$ cat config.mk
export PLATFORM = sky130hd
export DESIGN_NAME = swhs_cross_unit
export DESIGN_NICKNAME = d
export VERILOG_FILES = /design/src/hw/rtl/swhs_pkg.sv /design/src/hw/rtl/swhs_cross_unit.sv
export SDC_FILE = /design/constraint.sdc
export NUM_CORES = 2
export LEC_CHECK = 0
export ABC_CLOCK_PERIOD_IN_PS = 18100
export BUFFER_PORTS_ARGS = -buffer_cell sky130_fd_sc_hd__buf_2
export CAP_MARGIN = 20
export CORE_MARGIN = 5
export CORE_UTILIZATION = 70
export DETAILED_ROUTE_END_ITERATION = 10
export GPL_TIMING_DRIVEN = 0
export PLACE_DENSITY = 0.92
export SLEW_MARGIN = 20
export SYNTH_ARGS = -nofsm -noshare
export SYNTH_HDL_FRONTEND = slang
export SYNTH_SLANG_ARGS = --single-unit
$ cat constraint.sdc
create_clock -name i_clk -period 18.1 [get_ports i_clk]
set_input_delay 3.62 -clock i_clk [delete_from_list [all_inputs] [get_ports i_clk]]
set_output_delay 3.62 -clock i_clk [all_outputs]
set_load 0.01 [all_outputs]
$ cat src/hw/rtl/swhs_pkg.sv
package swhs_pkg;

    localparam int MAX_WALLS = 64;
    localparam int COORD_W   = 24;
    localparam int SLOT_W    = 6;
    localparam int WIDX_W    = $clog2(MAX_WALLS);
    localparam int CNT_W     = 7;
    localparam int DIFF_W    = COORD_W + 1;
    localparam int PROD_W    = 2 * DIFF_W;
    localparam int S_TDATA_W = ((SLOT_W + 4 * COORD_W + 7) / 8) * 8;
    localparam int M_TDATA_W = ((1 + SLOT_W + 7) / 8) * 8;

    localparam logic OP_WRITE = 1'b0;
    localparam logic OP_QUERY = 1'b1;

    // Sign tests per wall: query line vs wall ends, wall line vs query ends.
    localparam logic [1:0] STEP_QW0 = 2'd0;
    localparam logic [1:0] STEP_QW1 = 2'd1;
    localparam logic [1:0] STEP_WQ0 = 2'd2;
    localparam logic [1:0] STEP_WQ1 = 2'd3;

    typedef struct packed {
        logic signed [COORD_W-1:0] ez;
        logic signed [COORD_W-1:0] ex;
        logic signed [COORD_W-1:0] sz;
        logic signed [COORD_W-1:0] sx;
    } t_seg;

    typedef struct packed {
        logic       issue;
        logic [1:0] step;
    } t_cross_ctl;

    typedef struct packed {
        logic       valid;
        logic [1:0] step;
        logic       neg;
        logic       zero;
    } t_cross_res;

endpackage

$ cat src/hw/rtl/swhs_cross_unit.sv
module swhs_cross_unit (
    input  logic                 i_clk,
    input  logic                 i_rst_n,
    input  swhs_pkg::t_seg       i_query,
    input  swhs_pkg::t_seg       i_wall,
    input  swhs_pkg::t_cross_ctl i_ctl,
    output swhs_pkg::t_cross_res o_res
);
    import swhs_pkg::*;

    t_seg                      base;
    t_seg                      tip;
    logic signed [COORD_W-1:0] pt_x;
    logic signed [COORD_W-1:0] pt_z;
    logic signed [DIFF_W-1:0]  n_ax, n_az, n_bx, n_bz;
    logic signed [DIFF_W-1:0]  r_ax, r_az, r_bx, r_bz;
    logic signed [PROD_W-1:0]  r_p, r_q;
    logic signed [PROD_W:0]    diff;
    logic                      r_v1, r_v2, r_v3;
    logic [1:0]                r_k1, r_k2, r_k3;
    logic                      r_neg, r_zero;

    always_comb begin
        if (i_ctl.step == STEP_QW0 || i_ctl.step == STEP_QW1) begin
            base = i_query;
        end else begin
            base = i_wall;
        end
        tip = base;
        unique case (i_ctl.step)
            STEP_QW0: begin
                pt_x = i_wall.sx;
                pt_z = i_wall.sz;
            end
            STEP_QW1: begin
                pt_x = i_wall.ex;
                pt_z = i_wall.ez;
            end
            STEP_WQ0: begin
                pt_x = i_query.sx;
                pt_z = i_query.sz;
            end
            default: begin
                pt_x = i_query.ex;
                pt_z = i_query.ez;
            end
        endcase
        n_ax = {tip.ex[COORD_W-1], tip.ex} - {base.sx[COORD_W-1], base.sx};
        n_az = {tip.ez[COORD_W-1], tip.ez} - {base.sz[COORD_W-1], base.sz};
        n_bx = {pt_x[COORD_W-1], pt_x} - {base.sx[COORD_W-1], base.sx};
        n_bz = {pt_z[COORD_W-1], pt_z} - {base.sz[COORD_W-1], base.sz};
    end

    assign diff = {r_p[PROD_W-1], r_p} - {r_q[PROD_W-1], r_q};

    // Differences, then products, then sign of ax*bz - az*bx.
    always_ff @(posedge i_clk) begin
        r_ax   <= n_ax;
        r_az   <= n_az;
        r_bx   <= n_bx;
        r_bz   <= n_bz;
        r_p    <= r_ax * r_bz;
        r_q    <= r_az * r_bx;
        r_neg  <= diff[PROD_W];
        r_zero <= (diff == '0);
        r_k1   <= i_ctl.step;
        r_k2   <= r_k1;
        r_k3   <= r_k2;
        if (!i_rst_n) begin
            r_v1 <= 1'b0;
            r_v2 <= 1'b0;
            r_v3 <= 1'b0;
        end else begin
            r_v1 <= i_ctl.issue;
            r_v2 <= r_v1;
            r_v3 <= r_v2;
        end
    end

    assign o_res.valid = r_v3;
    assign o_res.step  = r_k3;
    assign o_res.neg   = r_neg;
    assign o_res.zero  = r_zero;

endmodule

---- After elaboration in Yosys (flattened, before gate mapping) ----
Cells that the tools add are included.
word-level totals
  register bits ........................... 211
  input bits .............................. 197
  output and inout port bits .............. 5
  word-level logic and storage cells ...... 29
operators by class
  add/sub/neg operators ................... 5
  multiply operators ...................... 2
  eq/ne operators ......................... 2
  multiplexer cells ....................... 3
  reductions and logical operators ........ 3
operator list
  operator            number
  $pmux 24 s3         2
  $mul 25x25->50      2
  $sub 24x24->25      4
  $mux 96             1
  $logic_not 51->1    1
  $sub 50x50->51      1
  $eq 2x1->1 const B  1
  $eq 2x2->1 const B  1
  $logic_not 2->1     1
  $logic_or 1x1->1    1

---- Depth between registers and ports, before layout ----
  depth in word-level cells ............... 4
  depth in mapped cells ................... 31
  gate-level depth less buffers ........... 29

---- Worst setup path before layout ----
OpenSTA, ideal clock, no wires.
  path kind ............................... input to register
  start ................................... input i_ctl[1] (netlist bit)
  end ..................................... register r_ax[22]
  library setup time ...................... 127 ps
  arrival ................................. 7776 ps
  data required time ...................... 17973 ps
  setup slack ............................. 10197 ps
  stages .................................. 20
  path buffers ............................ 3
  path through ............................ clkbuf_1 -> clkbuf_1 -> buf_1 -> mux2i_1 -> ha_1 -> inv_1 -> fa_1 -> a21o_1 -> a21oi_1 -> o21a_1 -> o21ba_2 -> o2111ai_1 -> or3_1 -> a31oi_1 -> o21bai_1 -> a21oi_1 -> o21ai_0 -> nor4_1 -> nor3_1 -> xor2_1
on the way
  longest elaborated chain between the ends .. 4
RTL lines
  what                                           line                   RTL
  start, declared                                swhs_cross_unit.sv:6   input swhs_pkg::t_cross_ctl i_ctl,
  $eq 2x1->1 or $logic_not 2->1 (tied branches)  swhs_cross_unit.sv:24  if (i_ctl.step == STEP_QW0 || i_ctl.step == STEP_QW1) begin
  $logic_or 1x1->1 (*)                           swhs_cross_unit.sv:24
  $mux 96 (*)                                    swhs_cross_unit.sv:24
  $sub 24x24->25 (*)                             swhs_cross_unit.sv:48  n_ax = {tip.ex[COORD_W-1], tip.ex} - {base.sx[COORD_W-1], base.sx};
  named net n_ax[22]                             swhs_cross_unit.sv:15  logic signed [DIFF_W-1:0] n_ax, n_az, n_bx, n_bz;
  end signal, assigned                           swhs_cross_unit.sv:58  r_ax <= n_ax;
  end, declared                                  swhs_cross_unit.sv:16  logic signed [DIFF_W-1:0] r_ax, r_az, r_bx, r_bz;
The timed path passes the listed nets; every way through them passes the cells marked *.
A chain may end at the register's enable or synchronous reset.

---- Final worst setup path ----
  start ................................... register r_bz[4]
  end ..................................... register r_p[48]
on the way
  longest elaborated chain between the ends .. 1
RTL lines
  what                    line                   RTL
  start, declared         swhs_cross_unit.sv:16
  start signal, assigned  swhs_cross_unit.sv:61  r_bz <= n_bz;
  $mul 25x25->50          swhs_cross_unit.sv:62  r_p <= r_ax * r_bz;
  end signal, assigned    swhs_cross_unit.sv:62
  end, declared           swhs_cross_unit.sv:17  logic signed [PROD_W-1:0] r_p, r_q;
No other way between the ends.

==> results.json <==
{
  "detail-route-antenna-nets": 0,
  "first_iter_violations": 5499,
  "drv_slew": 0,
  "period_needed_ns": 10.42,
  "worstSetupPathType": "reg -> reg",
  "dp_cells": 7663,
  "numPortBuffers": 201,
  "clockBufferDepth": 3,
  "synthTopCellsByCount": "inv_1 (1,376), fa_1 (1,321), nand2_1 (705)",
  "relSlewSlack_pct": 16.5,
  "clock-root-buffer": "clkbuf_16",
  "post-synth-top-area-cell": "fa_1",
  "hold_viol_final": 0,
  "ctsHoldBuffers": 0,
  "clkSinkCount": 211,
  "cts_htree_levels": 1,
  "max_freq_mhz": 96.0,
  "viasPerCell": 6.31,
  "cts_setup_buffers": 0,
  "tightest_slew_ns": 1.24,
  "numCtsBuffers": 22,
  "place_ws_ns": 7.96,
  "synthArstFlopShare_pct": 0,
  "cts_tree": "done",
  "synth.most_common_cell": "inv_1",
  "drive_above_1_share_pct": 5.92,
  "synth_top_flop_cell": "dfxtp_1",
  "setup_violations": 0,
  "die_area_mm2": 0.0903,
  "rows": 106,
  "max_stage_delay_ns": 0.69,
  "crit_path_top_delay_cell": "a221oi_1",
  "synth_cell_types": 89,
  "cp-start-kind": "register",
  "final.setup.worst_slack_ns": 7.68,
  "synth_edf_count": 0,
  "cts_resized": 0,
  "cts.clk_slew.worst_paths_ns": 0.07,
  "fin_setup_tns_ns": 0,
  "worst_hold_path_type": "reg -> reg",
  "finalCritPeriodShare_pct": 57.6,
  "finalWirelength_um": 207000,
  "critPathCaptureType": "register",
  "netlist.area_leader.share_pct": 44.8,
  "synth.yosys.seq_area_share_pct": 7.15,
  "start_util_pct": 70.6,
  "grt_use_total_pct": 46.6,
  "grt_first_pass_wirelength_um": 312000,
  "io_pins": 202,
  "status": "finished clean",
  "critPathMaxFanout": 10,
  "dp.final_hpwl_um": 174000,
  "drc": 0,
  "skew_ns": 0.0353,
  "clk_latency_ns": 0.56,
  "rsz0062_at_grt": "false",
  "required_ns": 18.48,
  "drt-pass1-iter-count": 8,
  "cp.arrival_ns": 10.80,
  "wl_per_cell_um": 26.6,
  "yosysWarnings": 0,
  "die_x_um": 301,
  "antenna_found_initial": 32,
  "die_y_um": 301,
  "synth_area_per_cell_um2": 9.34,
  "grt_overflow": 0,
  "netlist_area_mm2": 0.0591,
  "syn-num-nets": 8274,
  "nFillCells": 5880,
  "cap_violations": 0,
  "synthCells": 6328,
  "final_nets": 8499,
  "areaGrowthSynthToFinish_pct": 5.73,
  "grt_max_degree": 16,
  "core_area_mm2": 0.0837,
  "finalNonFillerCells": 7768,
  "synthTopCellsByArea": "fa_1 (45%), ha_1 (9.1%), inv_1 (8.7%)",
  "grt_pass1_vias": 52800,
  "gp_congestion": 1.08,
  "vias": 49000,
  "ys_seq_elements": 211
}
stage by stage:
stage,utilization [%],hold slack [ns],cell area [um^2]
3_5_place_dp,73.5,0.315,61500
6_report,74.7,0.339,62500
4_1_cts,74.5,0.333,62300
3_3_place_gp,73.5,0.314,61500
5_1_grt,74.5,0.338,62300
2_1_floorplan,-,0.310,59100
layer usage:
layer | track usage [%] | share of wire [%] | wire length (um) | vias up
li1 | - | - | - | 19800
met1 | 59.6 | 35 | 72300 | 24200
met2 | 67.9 | 42 | 87100 | 3915
met3 | 18.0 | 15 | 31200 | 1101
met4 | 27.4 | 7.7 | 15800 | 18
met5 | 0 | 0.079 | 164 | -
placed cells by master, fill, tap and decap left out, types with 26 or more instances in the layout:
cell	synthesis	routed
xnor2_1	146	146
ha_1	428	428
mux4_2	48	48
xor2_1	56	56
mux2i_1	55	55
and2_1	612	612
buf_2	2	213
nand2_1	705	705
a21o_1	94	94
nand3_1	38	38
o21bai_1	30	30
dfxtp_1	211	211
nor2_1	151	151
o21a_1	50	50
nor2b_1	58	58
diode_2	0	65
a211oi_1	34	34
clkbuf_1	237	232
nand2b_1	31	31
o21ai_0	101	101
inv_1	1376	1376
fa_1	1321	1321
mux2_2	49	49
nor3_1	42	42
nand4_1	26	26
a21oi_1	176	176
worst paths after layout:
kind,startpoint,slack [ns],depth (start not counted),end
worst min register to register,r_k2[0],0.34,0,r_k3[0]
worst max register to register,r_bz[4],7.68,31,r_p[48]
worst min-delay path,r_k2[0],0.34,0,r_k3[0]
worst max-delay path,r_bz[4],7.68,31,r_p[48]
sequential cells by signal (all words and copies together) (netlist names), 2 cells and up:
signal / cells
r_bx: 25
r_bz: 25
r_p: 50
r_k1: 2
r_ax: 25
r_az: 25
r_k3: 2
r_q: 50
r_k2: 2
layout make-up:
cell class / count / area, um^2 / area share, %
tap: 1134 / 1420 / 2.27
buffer: 255 / 998 / 1.60
timing repair buffer: 201 / 1010 / 1.61
clock inverter: 14 / 183 / 0.292
inverter: 1378 / 5170 / 8.28
multi-input combinational: 4484 / 48700 / 78.0
antenna: 65 / 163 / 0.260
sequential: 211 / 4220 / 6.76
clock buffer: 26 / 596 / 0.953
critical path: cells and delay by family (launching register included):
| kind | cells | cell delay [ns] |
|---|---|---|
| xor gates and xnor gates | 1 | 0.50 |
| and+or+nand+nor | 3 | 0.49 |
| buffers and inverters | 9 | 1.56 |
| AOI/OAI and AO/OA | 10 | 3.25 |
| DFF | 1 | 0.33 |
| adders and majority gates | 8 | 4.12 |
cell families after synthesis:
logic type               share of synthesized area [%]
multiplexers                                      3.69
AND/OR/NAND/NOR                                   14.8
AO/OA/AOI/OAI                                     7.15
buffers and inverters                             10.4
XOR/XNOR                                          2.99
adder cells (fa/ha/maj)                           53.8
flip-flops                                        7.15
Power is left out: the tool's default activity adds up to more than one toggle a clock period on the data nets, which glitch-free logic cannot reach.
